==> src/hdl/ata_tf_pkg.sv <==
// Shared types, register codes and field widths for the ATA task-file issue block.
// No dependencies; every other file in hdl/ uses this package.
package ata_tf_pkg;

    localparam int unsigned BYTE_W     = 8;
    localparam int unsigned START_W    = 28;
    localparam int unsigned MASK_W     = 2;
    localparam int unsigned HEADS_W    = 5;
    localparam int unsigned SECT_W     = 6;
    localparam int unsigned PCYL_W     = HEADS_W + SECT_W;
    localparam int unsigned CYL_W      = 16;
    localparam int unsigned HEAD_W     = 4;
    localparam int unsigned OFS_W      = 3;
    localparam int unsigned OC_W       = 2;
    localparam int unsigned CFG_IDX_W  = 3;
    localparam int unsigned CFG_DATA_W = 6;

    // One divider cell per quotient bit
    localparam int unsigned CYL_CELLS  = START_W;
    localparam int unsigned HEAD_CELLS = PCYL_W;

    // Configuration register indexes
    localparam logic [CFG_IDX_W-1:0] CFG_PRESENT  = 3'd0;
    localparam logic [CFG_IDX_W-1:0] CFG_LBA      = 3'd1;
    localparam logic [CFG_IDX_W-1:0] CFG_HEADS0   = 3'd2;
    localparam logic [CFG_IDX_W-1:0] CFG_SECTORS0 = 3'd3;
    localparam logic [CFG_IDX_W-1:0] CFG_HEADS1   = 3'd4;
    localparam logic [CFG_IDX_W-1:0] CFG_SECTORS1 = 3'd5;

    localparam logic [HEADS_W-1:0] HEADS_RST   = 5'd16;
    localparam logic [SECT_W-1:0]  SECTORS_RST = 6'd63;

    // Task-file register offsets
    localparam logic [OFS_W-1:0] OFS_NONE    = 3'd0;
    localparam logic [OFS_W-1:0] OFS_COUNT   = 3'd2;
    localparam logic [OFS_W-1:0] OFS_SECTOR  = 3'd3;
    localparam logic [OFS_W-1:0] OFS_CYL_LO  = 3'd4;
    localparam logic [OFS_W-1:0] OFS_CYL_HI  = 3'd5;
    localparam logic [OFS_W-1:0] OFS_DEVHEAD = 3'd6;
    localparam logic [OFS_W-1:0] OFS_CMD     = 3'd7;

    localparam logic [BYTE_W-1:0] DEV_BASE    = 8'hA0;
    localparam logic [BYTE_W-1:0] CMD_READ    = 8'h20;
    localparam logic [BYTE_W-1:0] CMD_WRITE   = 8'h30;
    localparam logic [BYTE_W-1:0] STATUS_HOLD = 8'h88;

    typedef enum logic [OC_W-1:0] {
        OC_OK     = 2'd0,
        OC_ABSENT = 2'd1,
        OC_BUSY   = 2'd2
    } t_outcome;

    typedef enum logic [2:0] {
        STEP_SEL     = 3'd0,
        STEP_COUNT   = 3'd1,
        STEP_SECTOR  = 3'd2,
        STEP_CYL_LO  = 3'd3,
        STEP_CYL_HI  = 3'd4,
        STEP_DEVHEAD = 3'd5,
        STEP_CMD     = 3'd6
    } t_step;

    // Request data that travels alongside the divider chain
    typedef struct packed {
        logic                cmd;
        logic                drv;
        t_outcome            outcome;
        logic                lba;
        logic [BYTE_W-1:0]   count;
        logic [START_W-1:0]  start;
        logic [SECT_W-1:0]   sect;
        logic [CYL_W-1:0]    cyl;
    } t_side;

    // Finished request, ready to be written out
    typedef struct packed {
        logic                cmd;
        logic                drv;
        t_outcome            outcome;
        logic                lba;
        logic [BYTE_W-1:0]   count;
        logic [BYTE_W-1:0]   sector;
        logic [BYTE_W-1:0]   cyl_lo;
        logic [BYTE_W-1:0]   cyl_hi;
        logic [HEAD_W-1:0]   head;
    } t_item;

endpackage

==> src/hdl/ata_tf_req_if.sv <==
// Request channel: valid/ready handshake with one block request as payload.
// Depends on ata_tf_pkg for field widths.
interface ata_tf_req_if;
    logic                               valid;
    logic                               ready;
    logic                               cmd;
    logic                               drive;
    logic [ata_tf_pkg::START_W-1:0]     start_block;
    logic [ata_tf_pkg::BYTE_W-1:0]      sector_count;
    logic [ata_tf_pkg::BYTE_W-1:0]      device_status;

    modport source (
        output valid, cmd, drive, start_block, sector_count, device_status,
        input  ready
    );
    modport sink (
        input  valid, cmd, drive, start_block, sector_count, device_status,
        output ready
    );
endinterface

==> src/hdl/ata_tf_res_if.sv <==
// Result channel: valid/ready handshake with one task-file write or error as payload.
// Depends on ata_tf_pkg for field widths.
interface ata_tf_res_if;
    logic                               valid;
    logic                               ready;
    logic [ata_tf_pkg::OFS_W-1:0]       reg_offset;
    logic [ata_tf_pkg::BYTE_W-1:0]      reg_value;
    logic                               write_valid;
    logic [ata_tf_pkg::OC_W-1:0]        outcome;
    logic                               last;

    modport source (
        output valid, reg_offset, reg_value, write_valid, outcome, last,
        input  ready
    );
    modport sink (
        input  valid, reg_offset, reg_value, write_valid, outcome, last,
        output ready
    );
endinterface

==> src/hdl/ata_taskfile_command_issue_core.sv <==
// Request path: one setup stage, 28 cylinder divider cells, 11 head/sector divider
// cells, output sequencer. The output sequencer issues one task-file write per cycle
// while the result side is ready, and takes the next finished request only with the
// last result of the one it holds. The divider chain takes a new request each cycle
// until a finished request waits at its end. Synchronous reset empties the chain and
// sets 16 heads, 63 sectors, no drives present, CHS addressing.
module ata_taskfile_command_issue_core (
    input  logic                                i_clk,
    input  logic                                i_rst_n,
    input  logic                                i_cfg_we,
    input  logic [ata_tf_pkg::CFG_IDX_W-1:0]    i_cfg_idx,
    input  logic [ata_tf_pkg::CFG_DATA_W-1:0]   i_cfg_wdata,
    ata_tf_req_if.sink                          i_req,
    ata_tf_res_if.source                        o_res
);
    import ata_tf_pkg::*;

    // Configuration registers
    logic [MASK_W-1:0]  r_present;
    logic [MASK_W-1:0]  r_lba;
    logic [HEADS_W-1:0] r_heads0;
    logic [SECT_W-1:0]  r_sectors0;
    logic [HEADS_W-1:0] r_heads1;
    logic [SECT_W-1:0]  r_sectors1;

    always_ff @(posedge i_clk) begin
        if (!i_rst_n) begin
            r_present  <= '0;
            r_lba      <= '0;
            r_heads0   <= HEADS_RST;
            r_sectors0 <= SECTORS_RST;
            r_heads1   <= HEADS_RST;
            r_sectors1 <= SECTORS_RST;
        end else if (i_cfg_we) begin
            unique case (i_cfg_idx)
                CFG_PRESENT:  r_present  <= i_cfg_wdata[MASK_W-1:0];
                CFG_LBA:      r_lba      <= i_cfg_wdata[MASK_W-1:0];
                CFG_HEADS0:   r_heads0   <= i_cfg_wdata[HEADS_W-1:0];
                CFG_SECTORS0: r_sectors0 <= i_cfg_wdata[SECT_W-1:0];
                CFG_HEADS1:   r_heads1   <= i_cfg_wdata[HEADS_W-1:0];
                CFG_SECTORS1: r_sectors1 <= i_cfg_wdata[SECT_W-1:0];
                default: ;
            endcase
        end
    end

    logic w_adv;
    logic w_take;

    // Setup stage: classify the request and form heads*sectors
    logic [HEADS_W-1:0] w_heads;
    logic [SECT_W-1:0]  w_sects;
    logic [PCYL_W-1:0]  w_pcyl;
    t_side              w_side_in;

    always_comb begin
        w_heads = i_req.drive ? r_heads1 : r_heads0;
        w_sects = i_req.drive ? r_sectors1 : r_sectors0;
        // zero geometry counts as one
        if (w_heads == '0) w_heads = HEADS_W'(1);
        if (w_sects == '0) w_sects = SECT_W'(1);
        w_pcyl = PCYL_W'(w_heads) * PCYL_W'(w_sects);

        w_side_in.cmd   = i_req.cmd;
        w_side_in.drv   = i_req.drive;
        w_side_in.lba   = r_lba[i_req.drive];
        w_side_in.count = i_req.sector_count;
        w_side_in.start = i_req.start_block;
        w_side_in.sect  = w_sects;
        w_side_in.cyl   = '0;
        priority if (!r_present[i_req.drive]) begin
            w_side_in.outcome = OC_ABSENT;
        end else if ((i_req.device_status & STATUS_HOLD) != '0) begin
            w_side_in.outcome = OC_BUSY;
        end else begin
            w_side_in.outcome = OC_OK;
        end
    end

    logic               r_f_valid;
    logic [START_W-1:0] r_f_word;
    logic [PCYL_W-1:0]  r_f_div;
    t_side              r_f_side;

    always_ff @(posedge i_clk) begin
        if (!i_rst_n) begin
            r_f_valid <= 1'b0;
        end else if (w_adv) begin
            r_f_valid <= i_req.valid;
        end
    end

    always_ff @(posedge i_clk) begin
        if (w_adv) begin
            r_f_word <= i_req.start_block;
            r_f_div  <= w_pcyl;
            r_f_side <= w_side_in;
        end
    end

    assign i_req.ready = w_adv;

    // Cylinder chain: start_block / (heads*sectors)
    logic               c1_v    [0:CYL_CELLS];
    logic [START_W-1:0] c1_w    [0:CYL_CELLS];
    logic [PCYL_W-1:0]  c1_r    [0:CYL_CELLS];
    logic [PCYL_W-1:0]  c1_d    [0:CYL_CELLS];
    t_side              c1_s    [0:CYL_CELLS];

    assign c1_v[0] = r_f_valid;
    assign c1_w[0] = r_f_word;
    assign c1_r[0] = '0;
    assign c1_d[0] = r_f_div;
    assign c1_s[0] = r_f_side;

    for (genvar k = 0; k < CYL_CELLS; k++) begin : g_cyl
        ata_tf_div_cell #(
            .W  (START_W),
            .RW (PCYL_W)
        ) u_cell (
            .i_clk   (i_clk),
            .i_rst_n (i_rst_n),
            .i_adv   (w_adv),
            .i_valid (c1_v[k]),
            .i_word  (c1_w[k]),
            .i_rem   (c1_r[k]),
            .i_div   (c1_d[k]),
            .i_side  (c1_s[k]),
            .o_valid (c1_v[k+1]),
            .o_word  (c1_w[k+1]),
            .o_rem   (c1_r[k+1]),
            .o_div   (c1_d[k+1]),
            .o_side  (c1_s[k+1])
        );
    end

    // Head chain: cylinder remainder / sectors
    logic               c2_v    [0:HEAD_CELLS];
    logic [PCYL_W-1:0]  c2_w    [0:HEAD_CELLS];
    logic [SECT_W-1:0]  c2_r    [0:HEAD_CELLS];
    logic [SECT_W-1:0]  c2_d    [0:HEAD_CELLS];
    t_side              c2_s    [0:HEAD_CELLS];

    always_comb begin
        c2_s[0]     = c1_s[CYL_CELLS];
        c2_s[0].cyl = c1_w[CYL_CELLS][CYL_W-1:0];
    end

    assign c2_v[0] = c1_v[CYL_CELLS];
    assign c2_w[0] = c1_r[CYL_CELLS];
    assign c2_r[0] = '0;
    assign c2_d[0] = c1_s[CYL_CELLS].sect;

    for (genvar k = 0; k < HEAD_CELLS; k++) begin : g_head
        ata_tf_div_cell #(
            .W  (PCYL_W),
            .RW (SECT_W)
        ) u_cell (
            .i_clk   (i_clk),
            .i_rst_n (i_rst_n),
            .i_adv   (w_adv),
            .i_valid (c2_v[k]),
            .i_word  (c2_w[k]),
            .i_rem   (c2_r[k]),
            .i_div   (c2_d[k]),
            .i_side  (c2_s[k]),
            .o_valid (c2_v[k+1]),
            .o_word  (c2_w[k+1]),
            .o_rem   (c2_r[k+1]),
            .o_div   (c2_d[k+1]),
            .o_side  (c2_s[k+1])
        );
    end

    // Pick LBA bytes or CHS fields for the finished request
    t_side w_end;
    t_item w_item;

    always_comb begin
        w_end          = c2_s[HEAD_CELLS];
        w_item.cmd     = w_end.cmd;
        w_item.drv     = w_end.drv;
        w_item.outcome = w_end.outcome;
        w_item.lba     = w_end.lba;
        w_item.count   = w_end.count;
        if (w_end.lba) begin
            w_item.sector = w_end.start[7:0];
            w_item.cyl_lo = w_end.start[15:8];
            w_item.cyl_hi = w_end.start[23:16];
            w_item.head   = w_end.start[START_W-1:24];
        end else begin
            w_item.sector = {{(BYTE_W-SECT_W){1'b0}}, c2_r[HEAD_CELLS]} + BYTE_W'(1);
            w_item.cyl_lo = w_end.cyl[7:0];
            w_item.cyl_hi = w_end.cyl[15:8];
            w_item.head   = c2_w[HEAD_CELLS][HEAD_W-1:0];
        end
    end

    // Advance the whole chain unless the last cell holds a request the sequencer cannot take
    assign w_adv = !c2_v[HEAD_CELLS] || w_take;

    ata_tf_emit u_emit (
        .i_clk   (i_clk),
        .i_rst_n (i_rst_n),
        .i_valid (c2_v[HEAD_CELLS]),
        .i_item  (w_item),
        .o_take  (w_take),
        .o_res   (o_res)
    );

    a_err_single : assert property (@(posedge i_clk) disable iff (!i_rst_n)
        o_res.valid && (o_res.outcome != OC_OK) |-> !o_res.write_valid && o_res.last)
        else $error("error result carries a write or is not last");

    a_take_shows : assert property (@(posedge i_clk) disable iff (!i_rst_n)
        w_take |=> o_res.valid)
        else $error("request handed to sequencer but no result shown");

    a_end_holds : assert property (@(posedge i_clk) disable iff (!i_rst_n)
        c2_v[HEAD_CELLS] && !w_take |=> c2_v[HEAD_CELLS] && $stable(w_item))
        else $error("finished request dropped or changed while stalled");

    a_stall_in : assert property (@(posedge i_clk) disable iff (!i_rst_n)
        !w_adv |-> !i_req.ready && c2_v[HEAD_CELLS])
        else $error("chain stalled without a waiting request");

endmodule

==> src/hdl/ata_tf_div_cell.sv <==
// One restoring-division cell: produces one quotient bit per stage and passes the
// partial remainder, divisor and request data to the next cell. Uses ata_tf_pkg.
module ata_tf_div_cell #(
    parameter int unsigned W  = ata_tf_pkg::START_W,
    parameter int unsigned RW = ata_tf_pkg::PCYL_W
) (
    input  logic                i_clk,
    input  logic                i_rst_n,
    input  logic                i_adv,
    input  logic                i_valid,
    input  logic [W-1:0]        i_word,
    input  logic [RW-1:0]       i_rem,
    input  logic [RW-1:0]       i_div,
    input  ata_tf_pkg::t_side   i_side,
    output logic                o_valid,
    output logic [W-1:0]        o_word,
    output logic [RW-1:0]       o_rem,
    output logic [RW-1:0]       o_div,
    output ata_tf_pkg::t_side   o_side
);
    import ata_tf_pkg::*;

    logic           r_valid;
    logic [W-1:0]   r_word;
    logic [RW-1:0]  r_rem;
    logic [RW-1:0]  r_div;
    t_side          r_side;

    logic [RW:0]    w_trial;
    logic [RW:0]    w_diff;
    logic           w_ge;

    // Bring down the next dividend bit; the word shifts quotient bits in from the right
    assign w_trial = {i_rem, i_word[W-1]};
    assign w_ge    = (w_trial >= {1'b0, i_div});
    assign w_diff  = w_trial - {1'b0, i_div};

    always_ff @(posedge i_clk) begin
        if (!i_rst_n) begin
            r_valid <= 1'b0;
        end else if (i_adv) begin
            r_valid <= i_valid;
        end
    end

    always_ff @(posedge i_clk) begin
        if (i_adv) begin
            r_word <= {i_word[W-2:0], w_ge};
            r_rem  <= w_ge ? w_diff[RW-1:0] : w_trial[RW-1:0];
            r_div  <= i_div;
            r_side <= i_side;
        end
    end

    assign o_valid = r_valid;
    assign o_word  = r_word;
    assign o_rem   = r_rem;
    assign o_div   = r_div;
    assign o_side  = r_side;

endmodule

==> src/hdl/ata_tf_emit.sv <==
// Output sequencer: holds one finished request and emits its task-file writes, one transfer
// per cycle while o_res.ready is high, or its single error result. Uses ata_tf_pkg, ata_tf_res_if.
module ata_tf_emit (
    input  logic                i_clk,
    input  logic                i_rst_n,
    input  logic                i_valid,
    input  ata_tf_pkg::t_item   i_item,
    output logic                o_take,
    ata_tf_res_if.source        o_res
);
    import ata_tf_pkg::*;

    logic   r_valid, n_valid;
    t_step  r_step, n_step;
    t_step  w_step_inc;
    t_item  r_item;
    logic   w_xfer;
    logic   w_last;

    assign w_xfer = r_valid && o_res.ready;
    assign o_take = i_valid && (!r_valid || (w_xfer && w_last));

    always_ff @(posedge i_clk) begin
        if (!i_rst_n) begin
            r_valid <= 1'b0;
            r_step  <= STEP_SEL;
        end else begin
            r_valid <= n_valid;
            r_step  <= n_step;
        end
    end

    always_ff @(posedge i_clk) begin
        if (o_take) begin
            r_item <= i_item;
        end
    end

    always_comb begin
        n_valid = r_valid;
        n_step  = r_step;
        if (o_take) begin
            n_valid = 1'b1;
            n_step  = STEP_SEL;
        end else if (w_xfer) begin
            if (w_last) begin
                n_valid = 1'b0;
            end else begin
                n_step = w_step_inc;
            end
        end
    end

    always_comb begin
        o_res.valid       = r_valid;
        o_res.reg_offset  = OFS_NONE;
        o_res.reg_value   = '0;
        o_res.write_valid = 1'b0;
        o_res.outcome     = r_item.outcome;
        o_res.last        = 1'b1;
        w_step_inc        = STEP_SEL;
        w_last            = 1'b1;
        if (r_item.outcome == OC_OK) begin
            o_res.write_valid = 1'b1;
            o_res.last        = 1'b0;
            w_last            = 1'b0;
            unique case (r_step)
                STEP_SEL: begin
                    o_res.reg_offset = OFS_DEVHEAD;
                    o_res.reg_value  = DEV_BASE | {3'b000, r_item.drv, 4'b0000};
                    w_step_inc       = STEP_COUNT;
                end
                STEP_COUNT: begin
                    o_res.reg_offset = OFS_COUNT;
                    o_res.reg_value  = r_item.count;
                    w_step_inc       = STEP_SECTOR;
                end
                STEP_SECTOR: begin
                    o_res.reg_offset = OFS_SECTOR;
                    o_res.reg_value  = r_item.sector;
                    w_step_inc       = STEP_CYL_LO;
                end
                STEP_CYL_LO: begin
                    o_res.reg_offset = OFS_CYL_LO;
                    o_res.reg_value  = r_item.cyl_lo;
                    w_step_inc       = STEP_CYL_HI;
                end
                STEP_CYL_HI: begin
                    o_res.reg_offset = OFS_CYL_HI;
                    o_res.reg_value  = r_item.cyl_hi;
                    w_step_inc       = STEP_DEVHEAD;
                end
                STEP_DEVHEAD: begin
                    o_res.reg_offset = OFS_DEVHEAD;
                    o_res.reg_value  = DEV_BASE
                                     | {1'b0, r_item.lba, 1'b0, r_item.drv, r_item.head};
                    w_step_inc       = STEP_CMD;
                end
                STEP_CMD: begin
                    o_res.reg_offset = OFS_CMD;
                    o_res.reg_value  = r_item.cmd ? CMD_WRITE : CMD_READ;
                    o_res.last       = 1'b1;
                    w_last           = 1'b1;
                end
                default: begin
                    o_res.write_valid = 1'b0;
                    o_res.last        = 1'b1;
                    w_last            = 1'b1;
                end
            endcase
        end
    end

endmodule

==> src/flat_wrapper.sv <==
// flat-port wrapper written by rule: the top's interface ports become plain ports
module ata_taskfile_command_issue_core_flat import ata_tf_pkg::*;
  (i_clk, i_rst_n, i_cfg_we, i_cfg_idx, i_cfg_wdata, i_req_valid, i_req_cmd, i_req_drive, i_req_start_block, i_req_sector_count, i_req_device_status, i_req_ready, o_res_valid, o_res_reg_offset, o_res_reg_value, o_res_write_valid, o_res_outcome, o_res_last, o_res_ready);
  ata_tf_req_if i_req_i ();
  ata_tf_res_if o_res_i ();
  input  logic i_clk;
  input  logic i_rst_n;
  input  logic i_cfg_we;
  input  logic [ata_tf_pkg::CFG_IDX_W-1:0] i_cfg_idx;
  input  logic [ata_tf_pkg::CFG_DATA_W-1:0] i_cfg_wdata;
  input wire logic [$bits(i_req_i.valid)-1:0] i_req_valid;
  input wire logic [$bits(i_req_i.cmd)-1:0] i_req_cmd;
  input wire logic [$bits(i_req_i.drive)-1:0] i_req_drive;
  input wire logic [$bits(i_req_i.start_block)-1:0] i_req_start_block;
  input wire logic [$bits(i_req_i.sector_count)-1:0] i_req_sector_count;
  input wire logic [$bits(i_req_i.device_status)-1:0] i_req_device_status;
  output wire logic [$bits(i_req_i.ready)-1:0] i_req_ready;
  output wire logic [$bits(o_res_i.valid)-1:0] o_res_valid;
  output wire logic [$bits(o_res_i.reg_offset)-1:0] o_res_reg_offset;
  output wire logic [$bits(o_res_i.reg_value)-1:0] o_res_reg_value;
  output wire logic [$bits(o_res_i.write_valid)-1:0] o_res_write_valid;
  output wire logic [$bits(o_res_i.outcome)-1:0] o_res_outcome;
  output wire logic [$bits(o_res_i.last)-1:0] o_res_last;
  input wire logic [$bits(o_res_i.ready)-1:0] o_res_ready;
  assign i_req_i.valid = i_req_valid;
  assign i_req_i.cmd = i_req_cmd;
  assign i_req_i.drive = i_req_drive;
  assign i_req_i.start_block = i_req_start_block;
  assign i_req_i.sector_count = i_req_sector_count;
  assign i_req_i.device_status = i_req_device_status;
  assign i_req_ready = i_req_i.ready;
  assign o_res_valid = o_res_i.valid;
  assign o_res_reg_offset = o_res_i.reg_offset;
  assign o_res_reg_value = o_res_i.reg_value;
  assign o_res_write_valid = o_res_i.write_valid;
  assign o_res_outcome = o_res_i.outcome;
  assign o_res_last = o_res_i.last;
  assign o_res_i.ready = o_res_ready;
  ata_taskfile_command_issue_core u_core (.i_clk(i_clk), .i_rst_n(i_rst_n), .i_cfg_we(i_cfg_we), .i_cfg_idx(i_cfg_idx), .i_cfg_wdata(i_cfg_wdata), .i_req(i_req_i), .o_res(o_res_i));
endmodule
==> config.mk <==
export PLATFORM = sky130hd
export DESIGN_NAME = ata_taskfile_command_issue_core_flat
export DESIGN_NICKNAME = d
export VERILOG_FILES = /design/src/hdl/ata_tf_pkg.sv /design/src/hdl/ata_tf_req_if.sv /design/src/hdl/ata_tf_res_if.sv /design/src/hdl/ata_taskfile_command_issue_core.sv /design/src/hdl/ata_tf_div_cell.sv /design/src/hdl/ata_tf_emit.sv /design/src/flat_wrapper.sv
export SDC_FILE = /design/constraint.sdc
export NUM_CORES = 2
export LEC_CHECK = 0
export BUFFER_PORTS_ARGS = -buffer_cell sky130_fd_sc_hd__buf_4
export CAP_MARGIN = 30
export CORE_ASPECT_RATIO = 1.75
export CORE_MARGIN = 8
export CORE_UTILIZATION = 60
export DETAILED_ROUTE_END_ITERATION = 12
export PLACE_DENSITY = 0.87
export SKIP_LAST_GASP = 1
export SYNTH_ARGS = -nofsm -noshare
export SYNTH_HDL_FRONTEND = slang
export SYNTH_SLANG_ARGS = --single-unit
==> constraint.sdc <==
create_clock -name i_clk -period 156.9 [get_ports i_clk]
set_input_delay 39.225 -clock i_clk [delete_from_list [all_inputs] [get_ports i_clk]]
set_output_delay 39.225 -clock i_clk [all_outputs]
set_load 0.005 [all_outputs]
# Yosys cells after proc, flatten, opt, wreduce, memory -nomap -nowiden
# Cells that the tools add are included.
# op_classes
eq_ne	11
magnitude_cmp	40
n_bitwise	2
n_mux	63
multipliers	1
add_sub_neg	40
n_reduce_logical	27
# op_table
operator	n
$ge 12x11->1	27
$mux 11	27
$sub 11x11->11	27
$mux 6	12
$ge 7x6->1	10
$sub 6x6->6	10
$pmux 8 s7	1
$pmux 3 s6	2
$mux 28	1
$reduce_and 2->1	8
$eq 3x3->1 const B	5
$mux 5	3
$mux 1	13
$eq 3x2->1 const B	4
$ge 1x11->1	1
$mul 5x6->11	1
$sub 1x11->11	1
$mux 8	1
$reduce_bool 8->1	1
$add 6x1->7 const B	1
$reduce_or 7->1	1
$eq 3x1->1 const B	2
$ge 1x6->1	1
$logic_not 3->1	2
14 further kinds	22
# word_totals
reg_bits	3729
out_inout_bits	17
in_bits	60
wordCells	639

# Depth between registers and ports, before layout
# depth
depth_word	9
mapped_depth	18
ltp_nobuf	16

# By module
# Synthesis repeated with hierarchy kept, for this count alone.
# hier_totals
hier_cells	8276
hier_area_um2	156427.5
# modules_own_cells
module	instances	seq_area_each_um2	area_per_inst_um2	cells_per_inst
ata_tf_div_cell at u_core.g_cyl[0].u_cell ...	27	3413.3	4184.0	226
ata_tf_div_cell at u_core.g_head[0].u_cell ...	11	2602.5	3000.4	134
ata_taskfile_command_issue_core	1	2282.2	4332.9	347
ata_tf_div_cell at u_core.g_cyl[14].u_cell	1	3413.3	4172.8	214
ata_tf_emit	1	1311.3	1949.4	139

# Worst setup path after synthesis
# OpenSTA, ideal clock, no wires.
# synth_timing
path_kind	input -> output
from	in o_res_ready
to	out i_req_ready
arrival_ps	72694
path_buffers	2
required_time_ps	117675
path_stages	5
slack_ps	44981
cell_sequence	a21boi_1 and2_1 clkbuf_1 inv_2 buf_2
# synth_via
elab_chain_len	5
# synth_lines
element	line_no	rtl
from (decl)	flat_wrapper.sv:24	input wire logic [$bits(o_res_i.ready)-1:0] o_res_ready;
$logic_and 1x1->1	ata_tf_emit.sv:20	assign w_xfer = r_valid && o_res.ready;
$logic_and 1x1->1	ata_tf_emit.sv:21	assign o_take = i_valid && (!r_valid || (w_xfer && w_last));
$logic_or 1x1->1	ata_tf_emit.sv:21	
$logic_and 1x1->1	ata_tf_emit.sv:21	
$logic_or 1x1->1	ata_taskfile_command_issue_core.sv:200	assign w_adv = !c2_v[HEAD_CELLS] || w_take;
to (decl)	flat_wrapper.sv:17	output wire logic [$bits(i_req_i.ready)-1:0] i_req_ready;
# Every way passes these cells.

# Worst setup path after layout
# Ends and elaborated chain as after synthesis.

==> impl_metrics.toml <==
[outcome]
status = "finished clean"

[synth]
async_flop_share = 0
yosysTopAreaCellShare = 0.777
synth-adder-area-share = 0.0500
synth.mux.area_fraction = 0.0343
synthTopCellsByArea = "edfxtp_1, ha_1, inv_1"
seq_area_frac_synth = 0.789
syn_inst = 6435
synth_edf_count = 2974
syn_area_per_cell_um2 = 17.9
synthMostInstantiatedCell = "edfxtp_1"
synth_area_um2 = 115000
synth-xor-area-share = 0.0173
yosysWarnings = 0
synth_compound_area_frac = 0.0536
synthTopCellsByCount = "edfxtp_1, inv_1, ha_1"
synth_top_family_by_area = "compound AO/OA/AOI/OAI gates"
ys_ff_latch = 3044
ys.flop_type = "edfxtp_1"
synth-simple-area-share = 0.0364
synthesis.nets = 6925
yosysUniqueCellTypes = 78
yosysTopAreaCell = "edfxtp_1"

[sta]
rsz0062_at_grt = "no"
setup_viol_count_final = 0
fin_crit_sh = 0.511
fin_skew_ps = 54.0
slew_headroom = 0.260
finalMaxSlewViolations = 0
finalWorstSetupSlack_ps = 76690
max_freq_ghz = 0.0125
fin_crit_ps = 80210
worst_pin_slew_ps = 1110
timing_hold_violations_final = 0
fin_setup_tns_ps = 0

[global_route]
grt-ovfl-total = 0
antenna_found_initial = 1
grt_max_degree = 207
grt_pass1_vias = 58400
grt_pass1_wl_um = 312000
grt_usage = 0.190

[routing]
avgRoutedWirePerCell_um = 21.5
drt_first_pass_iters = 6
via_per_inst = 5.80
wirelength_um = 203000
ant_nets = 0
drt_first_iter_violations = 4355
post-route-drc-count = 0
num_vias = 54800

[layout]
drive_above_1_share = 0.0970
final_cell_area_um2 = 128000
final_cells = 9441
nets = 7263
area_delta_synth_final_pct = 11.2

[setup_path]
slowest_delay_ps = 420
cp-start-kind = "input pin"
path_buf_inv = 4
crit_slowest_cell = "buf_4"
cp.arrival_ps = 40980
r2r_setup_slack_ps = 150510
worst_ep_required_time_ps = 117680
crit_family = "buffers and inverters"
cp-end-kind = "output port"
cp_common_cell = "buf_4"
crit_chain = "buf_4 -> a21boi_1 -> and2_1 -> buf_4 -> inv_8 -> buf_4"
path_max_fanout = 59
path_class = "in2out"

[die]
start_util = 0.604
rows = 212
die_area_um2 = 206000
core_um2 = 190000
die_h_um = 595
fp.dieW_um = 347
boundaryPins = 77

[cts]
postCtsResizedCells = 0
clockRootBuffer = "clkbuf_16"
h-tree-depth = 5
clkSlewWorstSetupHoldPaths_ps = 60
cts_sinks = 3044
cts_tree = "yes"
clk_latency_ps = 840
clockBufferDepth = 4
cts_hold_buf = 0
cts_buffers = 266
cts_setup_buffers = 0

[place]
placed_area_um2 = 119000
dp_hpwl_um = 119000
dp_cells = 8956
portBuffers = 70
place.gp.congestion = 0.898
dpl_worst_slack_ps = 76780

[power_and_ir_drop]
ir_drop_mv = 0.0134
total_power_w = 0.00234
power.leakage_nw = 49.0
p_per_area_nw_per_um2 = 18.3

[flow_run]
drv_cap = 0

[hold_path]
min_path_type = "reg2reg"
==> layout make-up <==
cell class / count / area [um2]
Sequential cell: 3044 / 90700
Inverter: 499 / 1880
Antenna cell: 1 / 2.50
Tap cell: 2461 / 3080
Clock buffer: 320 / 7040
Fill cell: 11400 / 62600
Multi-Input combinational cell: 2817 / 22000
Timing Repair Buffer: 145 / 1420
Clock inverter: 154 / 1690
==> power by group <==
| part | internal (W) | total, W | switching, W |
|---|---|---|---|
| registers | 0.00107 | 0.00113 | 0.0000635 |
| logic | 0.000230 | 0.000542 | 0.000312 |
| clock network | 0.000372 | 0.000661 | 0.000289 |
| total | 0.00167 | 0.00234 | 0.000665 |
==> logic make-up (layout without fill, tap and decap cells) <==
family	after synthesis	in the layout
XOR/XNOR	227	227
AO/OA/AOI/OAI	918	918
flip-flops	3044	3044
buffers and inverters	574	1118
AND/OR/NAND/NOR	879	879
multiplexers	363	363
other	0	1
adder cells (fa/ha/maj)	430	430
==> placed cells by master, fill, tap and decap left out, types with 22 or more instances in the layout <==
cell,instances
nor3_1,23
xor2_1,71
clkinv_2,44
o21ai_1,50
a21oi_1,186
xnor2_1,156
a2111oi_0,22
ha_1,381
nor2b_1,61
fa_1,49
clkinv_1,34
nand2b_1,83
nand3_1,29
clkbuf_16,271
clkbuf_1,42
nor2_1,258
nand2_1,275
a21o_1,66
a211oi_1,27
buf_4,120
mux2_1,156
mux2_2,88
o21a_1,111
o21ai_0,197
edfxtp_1,2974
bufinv_16,29
inv_1,487
mux2i_1,118
nand4_1,58
o31a_1,27
or3_1,23
a21boi_1,34
dfxtp_1,70
==> through the flow <==
step / hold slack (ps) / utilization
final: 381 / 0.671
after global routing: 369 / 0.671
after CTS: 361 / 0.670
after detailed placement: 405 / 0.624
after global placement: 400 / 0.623
after floorplan: 400 / -
==> sequential cells by signal, indices dropped and copies added (netlist names), 11 cells and up <==
| signal | cells |
|---|---|
| u_core.g_cyl.u_cell.o_valid | 28 |
| u_core.g_cyl.u_cell.o_div | 297 |
| u_core.g_head.u_cell.o_side | 627 |
| u_core.r_f_word | 28 |
| u_core.g_cyl.u_cell.o_rem | 308 |
| u_core.r_f_div | 11 |
| u_core.c1_s | 19 |
| u_core.g_head.u_cell.o_word | 65 |
| u_core.g_cyl.u_cell.o_side | 965 |
| u_core.g_head.u_cell.o_valid | 11 |
| u_core.g_head.u_cell.o_div | 60 |
| u_core.u_emit.r_item | 39 |
| u_core.g_cyl.u_cell.o_word | 487 |
| u_core.g_head.u_cell.o_rem | 66 |
==> final timing paths <==
kind,start,end,cells after the start
worst max-delay path,o_res_ready,i_req_ready,6
worst min-delay path,u_core.g_cyl[19].u_cell.o_side[35],u_core.g_cyl[20].u_cell.o_side[35],0
worst max register to register,u_core.u_emit.r_step[1],u_core.g_head[6].u_cell.o_side[28],13
worst min register to register,u_core.g_cyl[19].u_cell.o_side[35],u_core.g_cyl[20].u_cell.o_side[35],0
==> routing by layer <==
layer,GRT usage,up-vias,share of wire
met3,0.0279,708,0.038
li1,-,25100,-
met1,0.183,27200,0.33
met4,0.109,0,0.063
met5,0,-,0
met2,0.378,1765,0.57
Power figures use the tool's default switching activity.
